==> src/hdl/ssq_pkg.sv <==
// ============================================================================
// ssq_pkg: shared types for the stable sorted priority queue
// Record layout, result status codes and controller/datapath interface.
// ============================================================================
package ssq_pkg;

    // Request kinds carried on s_tuser
    localparam logic CMD_ENQ = 1'b0;
    localparam logic CMD_DEQ = 1'b1;

    // Result status carried on m_tuser
    typedef enum logic [1:0] {
        ST_DONE  = 2'd0,
        ST_FULL  = 2'd1,
        ST_EMPTY = 2'd2
    } status_t;

    localparam int REC_W  = 56;
    localparam int FILL_W = 8;

    // Packed so that entry_time sits in the lowest bits
    typedef struct packed {
        logic [15:0] life_span;
        logic [7:0]  kind_code;
        logic [7:0]  dropoff_place;
        logic [7:0]  pickup_place;
        logic [15:0] entry_time;
    } rec_t;

    // Controller to datapath
    typedef struct packed {
        logic load_in;      // capture request, hole pointer := tail
        logic start_enq;    // read entry just before the tail
        logic scan_shift;   // move read entry up one slot, read the next lower one
        logic place;        // write new record into the hole, count up
        logic deq_read;     // read the head entry
        logic deq_pop;      // take head entry as result, count down
        logic refuse_full;
        logic refuse_empty;
        logic emit;         // load the output register
    } ctl_cmd_t;

    // Datapath to controller
    typedef struct packed {
        logic is_deq;
        logic full;
        logic empty;
        logic one_left;     // the read entry is the head entry, the last one left to compare
        logic shift_needed; // read entry is later than the new record
        logic out_free;
    } ctl_sts_t;

endpackage

==> src/hdl/ssq_ctrl.sv <==
// ============================================================================
// ssq_ctrl: request sequencer
// Steps one request at a time through decode, insertion scan or pop, result.
// ============================================================================
module ssq_ctrl (
    input  logic              aclk,
    input  logic              aresetn,
    input  logic              s_tvalid,
    output logic              s_tready,
    input  ssq_pkg::ctl_sts_t sts,
    output ssq_pkg::ctl_cmd_t cmd
);

    typedef enum logic [2:0] {
        S_IDLE,
        S_DECODE,
        S_SCAN,
        S_PLACE,
        S_DEQ_WAIT,
        S_RESULT
    } state_t;

    state_t state_reg, state_next;

    // no request is taken while reset is held
    assign s_tready = aresetn && (state_reg == S_IDLE);

    always_comb begin
        state_next = state_reg;
        cmd        = '0;
        unique case (state_reg)
            S_IDLE: begin
                if (s_tvalid) begin
                    cmd.load_in = 1'b1;
                    state_next  = S_DECODE;
                end
            end
            S_DECODE: begin
                if (sts.is_deq) begin
                    if (sts.empty) begin
                        cmd.refuse_empty = 1'b1;
                        state_next       = S_RESULT;
                    end else begin
                        cmd.deq_read = 1'b1;
                        state_next   = S_DEQ_WAIT;
                    end
                end else if (sts.full) begin
                    cmd.refuse_full = 1'b1;
                    state_next      = S_RESULT;
                end else if (sts.empty) begin
                    cmd.place  = 1'b1;
                    state_next = S_RESULT;
                end else begin
                    cmd.start_enq = 1'b1;
                    state_next    = S_SCAN;
                end
            end
            S_SCAN: begin
                if (sts.shift_needed) begin
                    cmd.scan_shift = 1'b1;
                    if (sts.one_left) begin
                        state_next = S_PLACE;
                    end
                end else begin
                    cmd.place  = 1'b1;
                    state_next = S_RESULT;
                end
            end
            S_PLACE: begin
                cmd.place  = 1'b1;
                state_next = S_RESULT;
            end
            S_DEQ_WAIT: begin
                cmd.deq_pop = 1'b1;
                state_next  = S_RESULT;
            end
            S_RESULT: begin
                if (sts.out_free) begin
                    cmd.emit   = 1'b1;
                    state_next = S_IDLE;
                end
            end
            default: begin
                state_next = S_IDLE;
            end
        endcase
    end

    always_ff @(posedge aclk) begin
        if (!aresetn) begin
            state_reg <= S_IDLE;
        end else begin
            state_reg <= state_next;
        end
    end

endmodule

==> config.mk <==
export PLATFORM = sky130hd
export DESIGN_NAME = ssq_ctrl
export DESIGN_NICKNAME = d
export VERILOG_FILES = /design/src/hdl/ssq_pkg.sv /design/src/hdl/ssq_ctrl.sv
export SDC_FILE = /design/constraint.sdc
export NUM_CORES = 1
export LEC_CHECK = 0
export BUFFER_PORTS_ARGS = -buffer_cell sky130_fd_sc_hd__buf_2
export CORE_AREA = 2 2 39 41
export CTS_BUF_LIST = sky130_fd_sc_hd__clkbuf_16
export CTS_CLUSTER_SIZE = 8
export DETAILED_ROUTE_END_ITERATION = 6
export DIE_AREA = 0 0 41 43
export MAX_ROUTING_LAYER = met4
export PLACE_DENSITY_LB_ADDON = 0.3
export SLEW_MARGIN = 25
export SYNTH_ARGS = -nofsm -noshare
export SYNTH_HDL_FRONTEND = slang
export SYNTH_SLANG_ARGS = --single-unit
export TNS_END_PERCENT = 5
==> constraint.sdc <==
create_clock -name aclk -period 3.2 [get_ports aclk]
set_clock_uncertainty 0.1 [all_clocks]
set_input_delay 0.48 -clock aclk [delete_from_list [all_inputs] [get_ports aclk]]
set_output_delay 0.48 -clock aclk [all_outputs]
set_load 0.01 [all_outputs]
==> impl_metrics.py, run 1 <==
metrics = {
    "global_route": {
        "grt_pass1_vias": 316,
        "gr-usage-all-layers": 0.107,
        "grt_max_degree": 12,
        "grt_pass1_wl_mm": 1.21,
        "grt-ovfl-total": 0,
        "grt_antenna_before_repair": 0,
    },
    "flow_run": {
        "cap_violations": 0,
    },
    "finish": {
        "layout.cells.most_common": "buf_2",
        "drive_gt1_frac": 0.439,
        "final_cell_mix": "buf_2, nor2_1, nor3_1",
        "layout.cells.non_filler": 73,
        "nNetsFinal": 67,
        "area_growth_pct": 54.5,
        "largest_register_ffs": 3,
        "post-route-util": 0.341,
        "n_antenna_cell": 0,
    },
    "yosys": {
        "syn_nets": 46,
        "syn_area_um2": 305,
        "avgSynthCellArea_um2": 8.25,
        "yosys_warnings": 0,
        "ys_seq_elements": 3,
        "syn_inst": 37,
        "ys_seq_area_frac": 0.197,
        "synth_cell_types": 23,
    },
    "floorplanning": {
        "die_h_um": 43,
        "coreArea_um2": 1380,
        "initial_core_util": 0.221,
        "die_w_um": 41,
        "die_area_um2": 1760,
        "ios": 19,
        "rows": 14,
    },
    "worst_setup_path": {
        "arrival_ns": 1.48,
        "critPathKind": "register to primary output",
        "crit_path_start_kind": "register",
        "cp-end-kind": "primary output",
        "critPathRequiredTime_ns": 2.62,
        "crit_fanout": 10,
    },
    "drt": {
        "first_pass_iters": 2,
        "wl_met1_um": 352,
        "vias": 333,
        "top_layer_used": "met3",
        "wl_met3_um": 64,
        "wl_um": 781,
        "remaining_drc_errors": 0,
        "drtIter0Drc": 3,
        "wl_per_cell_um": 10.7,
        "viasPerCell": 4.56,
        "ant_nets": 0,
        "wl_met2_um": 365,
    },
    "sta": {
        "finalSetupViolCount": 0,
        "fin_crit_ns": 2.06,
        "max_freq_mhz": 485,
        "worst_pin_slew_ns": 0.391,
        "final.setup.tns_ns": 0,
        "maxSlewViolCount": 0,
        "fin_crit_sh": 0.644,
        "final_hold_viol_count": 0,
        "rsz0062_at_grt": "false",
        "worst_slew_margin_rel": 0.739,
    },
    "power": {
        "peakVddDrop_mv": 0.266,
        "p_leak_nw": 0.236,
        "p_per_area_nw_per_um2": 680,
    },
    "clock_network": {
        "cts.reportedPaths.clkPinSlew_ns": 0.03,
        "cts.repair.resized": 0,
        "cts_hold_buf": 0,
        "root_buffer": "clkbuf_16",
        "postCtsSetupBuffers": 0,
        "cts_tree": "yes",
        "cts_buffers": 3,
        "clock_path_buffers": 2,
        "clk_latency_ns": 0.22,
        "htree_levels": 1,
        "cts.sinks": 3,
    },
    "place": {
        "hpwlAfterDp_um": 603,
        "numPlacedInstances": 69,
        "gp_congestion": 0.711,
        "port_buffers": 18,
    },
    "hold_path": {
        "min-delay-path-class": "input port to register",
    },
    "outcome": {
        "outcome": "complete, no violations",
    },
}
stage by stage:
stage          setup slack [ns]  hold slack, ns  total power [mW]  instance area [µm²]
2_1_floorplan              1.57           0.498             0.107                  305
5_1_grt                    1.07           0.433             0.340                  472
6_report                   1.14           0.420             0.321                  472
3_3_place_gp               1.36           0.650             0.128                  393
4_1_cts                    1.14           0.424             0.326                  472
3_5_place_dp               1.37           0.648             0.127                  393
worst paths after layout:
path / slack (ns) / start / cells past startpoint / endpoint
setup / recovery: 1.14 / state_reg[1] / 5 / cmd[5]
hold / removal: 0.42 / aresetn / 2 / state_reg[1]
setup reg to reg: 1.70 / state_reg[2] / 4 / state_reg[2]
hold reg to reg: 0.65 / state_reg[1] / 2 / state_reg[0]
synthesized netlist by cell type:
cell type  count  area share
nor2_1         4       0.049
nor3_1         4       0.066
dfxtp_1        3        0.20
nand2b_1       3       0.061
and2_1         2       0.041
buf_6          2       0.074
o21a_1         2       0.049
o311a_1        2       0.066
a211o_1        1       0.029
a21o_1         1       0.025
a21oi_1        1       0.016
a32o_1         1       0.033
and2_4         1       0.029
and3_1         1       0.021
inv_1          1       0.012
nand2_1        1       0.012
nand2b_4       1       0.045
nor2_2         1       0.021
nor2b_1        1       0.021
nor3b_1        1       0.025
nor4b_1        1       0.029
nor4b_2        1       0.049
o32a_1         1       0.033
per-layer routing:
metal  GRT usage  vias to the layer above
met1       0.125                      144
met2       0.147                       11
met3      0.0471                        0
met4      0.0600                        0
li1            -                      178
met5           -                        -
critical path, cell delays in order (launching register included):
cell      delay (ns)
dfxtp_1         0.48
nand2b_4        0.23
nor2_2          0.04
and2_4          0.17
a32o_1          0.19
buf_2           0.13
power breakdown:
| part | switching [mW] | internal (mW) | leakage [nW] |
|---|---|---|---|
| registers | 0.0131 | 0.0426 | 0.0246 |
| clock network | 0.0336 | 0.161 | 0.0423 |
| logic | 0.0339 | 0.0365 | 0.169 |
kinds of logic (layout without fill, tap and decap cells):
family,after synthesis,in the layout,share of synthesized area
AOI/OAI and AO/OA,9,9,0.250
buffers and inverters,3,23,0.0860
DFF,3,3,0.197
and+or+nand+nor,22,22,0.467
final cells by class:
class	instances	area [µm²]
fillers	162	912
repair buffers	18	90.1
flip-flops and latches	3	60.1
multi-input cells	31	219
inverters	1	3.75
clock buffers	3	75.1
well taps	16	20.0
clock inverters	1	3.75
Power figures use the tool's default switching activity.
==> run 2, diff against run 1 <==
==> constraint.sdc (replaced) <==
create_clock -name aclk -period 1.91 [get_ports aclk]
set_clock_uncertainty 0.1 [all_clocks]
set_input_delay 0.2865 -clock aclk [delete_from_list [all_inputs] [get_ports aclk]]
set_output_delay 0.2865 -clock aclk [all_outputs]
set_load 0.01 [all_outputs]
==> impl_metrics.py, run 2 (synthesized netlist as in run 1, its figures left out) <==
metrics = {
    "outcome": {
        "outcome": "complete, no violations",
    },
    "hold_path": {
        "min-delay-path-class": "input port to register",
        "holdPathEnd": "state_reg[1]",
        "whs_path_depth": 2,
        "min_from": "aresetn",
    },
    "drt": {
        "wl_um": 768,
        "viasPerCell": 4.67,
        "drtIter0Drc": 3,
        "wl_per_cell_um": 10.5,
        "vias": 341,
        "remaining_drc_errors": 0,
        "first_pass_iters": 4,
        "ant_nets": 0,
    },
    "worst_setup_path": {
        "critPathKind": "register to primary output",
        "r2r-start": "state_reg[2]",
        "reg2reg_to": "state_reg[0]",
        "cpMaxStageDelayCell": "dfxtp_2",
        "cp-end-kind": "primary output",
        "crit_fanout": 10,
        "reg2reg_depth": 4,
        "max_stage_delay_ns": 0.40,
        "ff2ff_setup_slack_ns": 0.39,
        "arrival_ns": 1.36,
        "critical_path.top_delay_family": "flip-flops",
        "crit_chain": "nand2b_4 -> nor2_2 -> and2_4 -> a32o_1 -> buf_2",
        "crit_buf_inv": 1,
        "crit_path_start_kind": "register",
        "critPathRequiredTime_ns": 1.52,
    },
    "finish": {
        "nNetsFinal": 67,
        "area_growth_pct": 54.9,
        "largest_register_ffs": 3,
        "layout.cells.most_common": "buf_2",
        "n_fill_cell": 155,
        "drive_gt1_frac": 0.456,
        "n_antenna_cell": 0,
        "final_cell_mix": "buf_2, nor2_1, nor3_1",
    },
    "place": {
        "gp_congestion": 0.719,
        "hpwlAfterDp_um": 613,
        "port_buffers": 18,
    },
    "sta": {
        "whs_ns": 0.226,
        "worst_pin_slew_ns": 0.394,
        "worst_slew_margin_rel": 0.737,
        "final.setup.tns_ns": 0,
        "final_hold_viol_count": 0,
        "fin_crit_sh": 0.915,
        "max_freq_mhz": 572,
        "maxSlewViolCount": 0,
        "finalSetupViolCount": 0,
        "fin_crit_ns": 1.75,
        "rsz0062_at_grt": "false",
    },
    "power": {
        "power.total_mw": 0.534,
        "p_sw_frac": 0.247,
        "clkPwrFrac": 0.605,
        "seq_power_share": 0.173,
        "power.internal_mw": 0.402,
        "p_per_area_nw_per_um2": 1130,
        "peakVddDrop_mv": 0.608,
        "p_leak_nw": 0.237,
        "power_frac_comb": 0.222,
        "power.net_switching_mw": 0.132,
    },
    "global_route": {
        "grtUsageMet3": 0.0157,
        "grt_pass1_wl_mm": 1.16,
        "grt_pass1_vias": 304,
        "met2_usage": 0.156,
        "grt_max_degree": 12,
        "gr-usage-all-layers": 0.0996,
        "gr-max-usage-layer": "met2",
        "grt-ovfl-total": 0,
        "grt_antenna_before_repair": 0,
        "use_met1": 0.102,
    },
    "clock_network": {
        "cts.sinks": 3,
        "cts.reportedPaths.clkPinSlew_ns": 0.03,
        "clk_latency_ns": 0.22,
        "postCtsSetupBuffers": 0,
        "clock_path_buffers": 2,
        "root_buffer": "clkbuf_16",
        "cts_tree": "yes",
        "htree_levels": 1,
        "cts_buffers": 3,
    },
    "flow_run": {
        "cap_violations": 0,
    },
    "floorplanning": {
        "initial_core_util": 0.221,
        "ios": 19,
        "die_w_um": 41,
        "die_h_um": 43,
        "coreArea_um2": 1380,
        "rows": 14,
        "die_area_um2": 1760,
    },
}
==> run 2: power groups by stage <==
stage | registers (mW) | clock network (mW) | logic [mW]
after global placement | 0.0936 | 0 | 0.120
final | 0.0925 | 0.323 | 0.118
after floorplan | 0.0817 | 0 | 0.0969
after CTS | 0.0921 | 0.327 | 0.119
after global routing | 0.0954 | 0.338 | 0.132
after detailed placement | 0.0930 | 0 | 0.119
==> run 2: how the worst max path moves through the flow <==
stage	cells past startpoint	start	slack, ns	to
6_report	5	state_reg[1]	0.16	cmd[5]
3_5_place_dp	5	state_reg[1]	0.29	cmd[5]
3_3_place_gp	5	state_reg[1]	0.29	cmd[5]
5_1_grt	3	state_reg[2]	0.09	cmd[5]
4_1_cts	5	state_reg[1]	0.06	cmd[5]
2_1_floorplan	3	state_reg[1]	0.47	cmd[4]
==> run 2: repair_timing <==
item,CTS,global route
resized for setup,0,1
setup endpoints to repair,0,1
hold buffers,0,0
==> run 2: cell type report <==
| class | instances | area [µm²] | area share |
|---|---|---|---|
| clock buffers | 3 | 75.1 | 0.159 |
| clock inverters | 1 | 3.75 | 0.00794 |
| inverters | 1 | 3.75 | 0.00794 |
| multi-input cells | 31 | 219 | 0.463 |
| flip-flops and latches | 3 | 61.3 | 0.130 |
| well taps | 16 | 20.0 | 0.0423 |
| repair buffers | 18 | 90.1 | 0.190 |
==> run 2: metal layers <==
layer / up-vias / share of wire
met5: - / 0
met4: 0 / 0
met3: 0 / 0.079
met2: 14 / 0.50
met1: 147 / 0.42
li1: 180 / -
==> run 2: stage by stage <==
stage | instance area [µm²] | util | instances | setup slack (ns)
6_report | 473 | 0.342 | 73 | 0.162
3_3_place_gp | 393 | 0.284 | 69 | 0.294
2_1_floorplan | 305 | - | 37 | 0.472
3_5_place_dp | 393 | 0.284 | 69 | 0.291
4_1_cts | 472 | 0.341 | 73 | 0.0564
5_1_grt | 473 | 0.342 | 73 | 0.0852
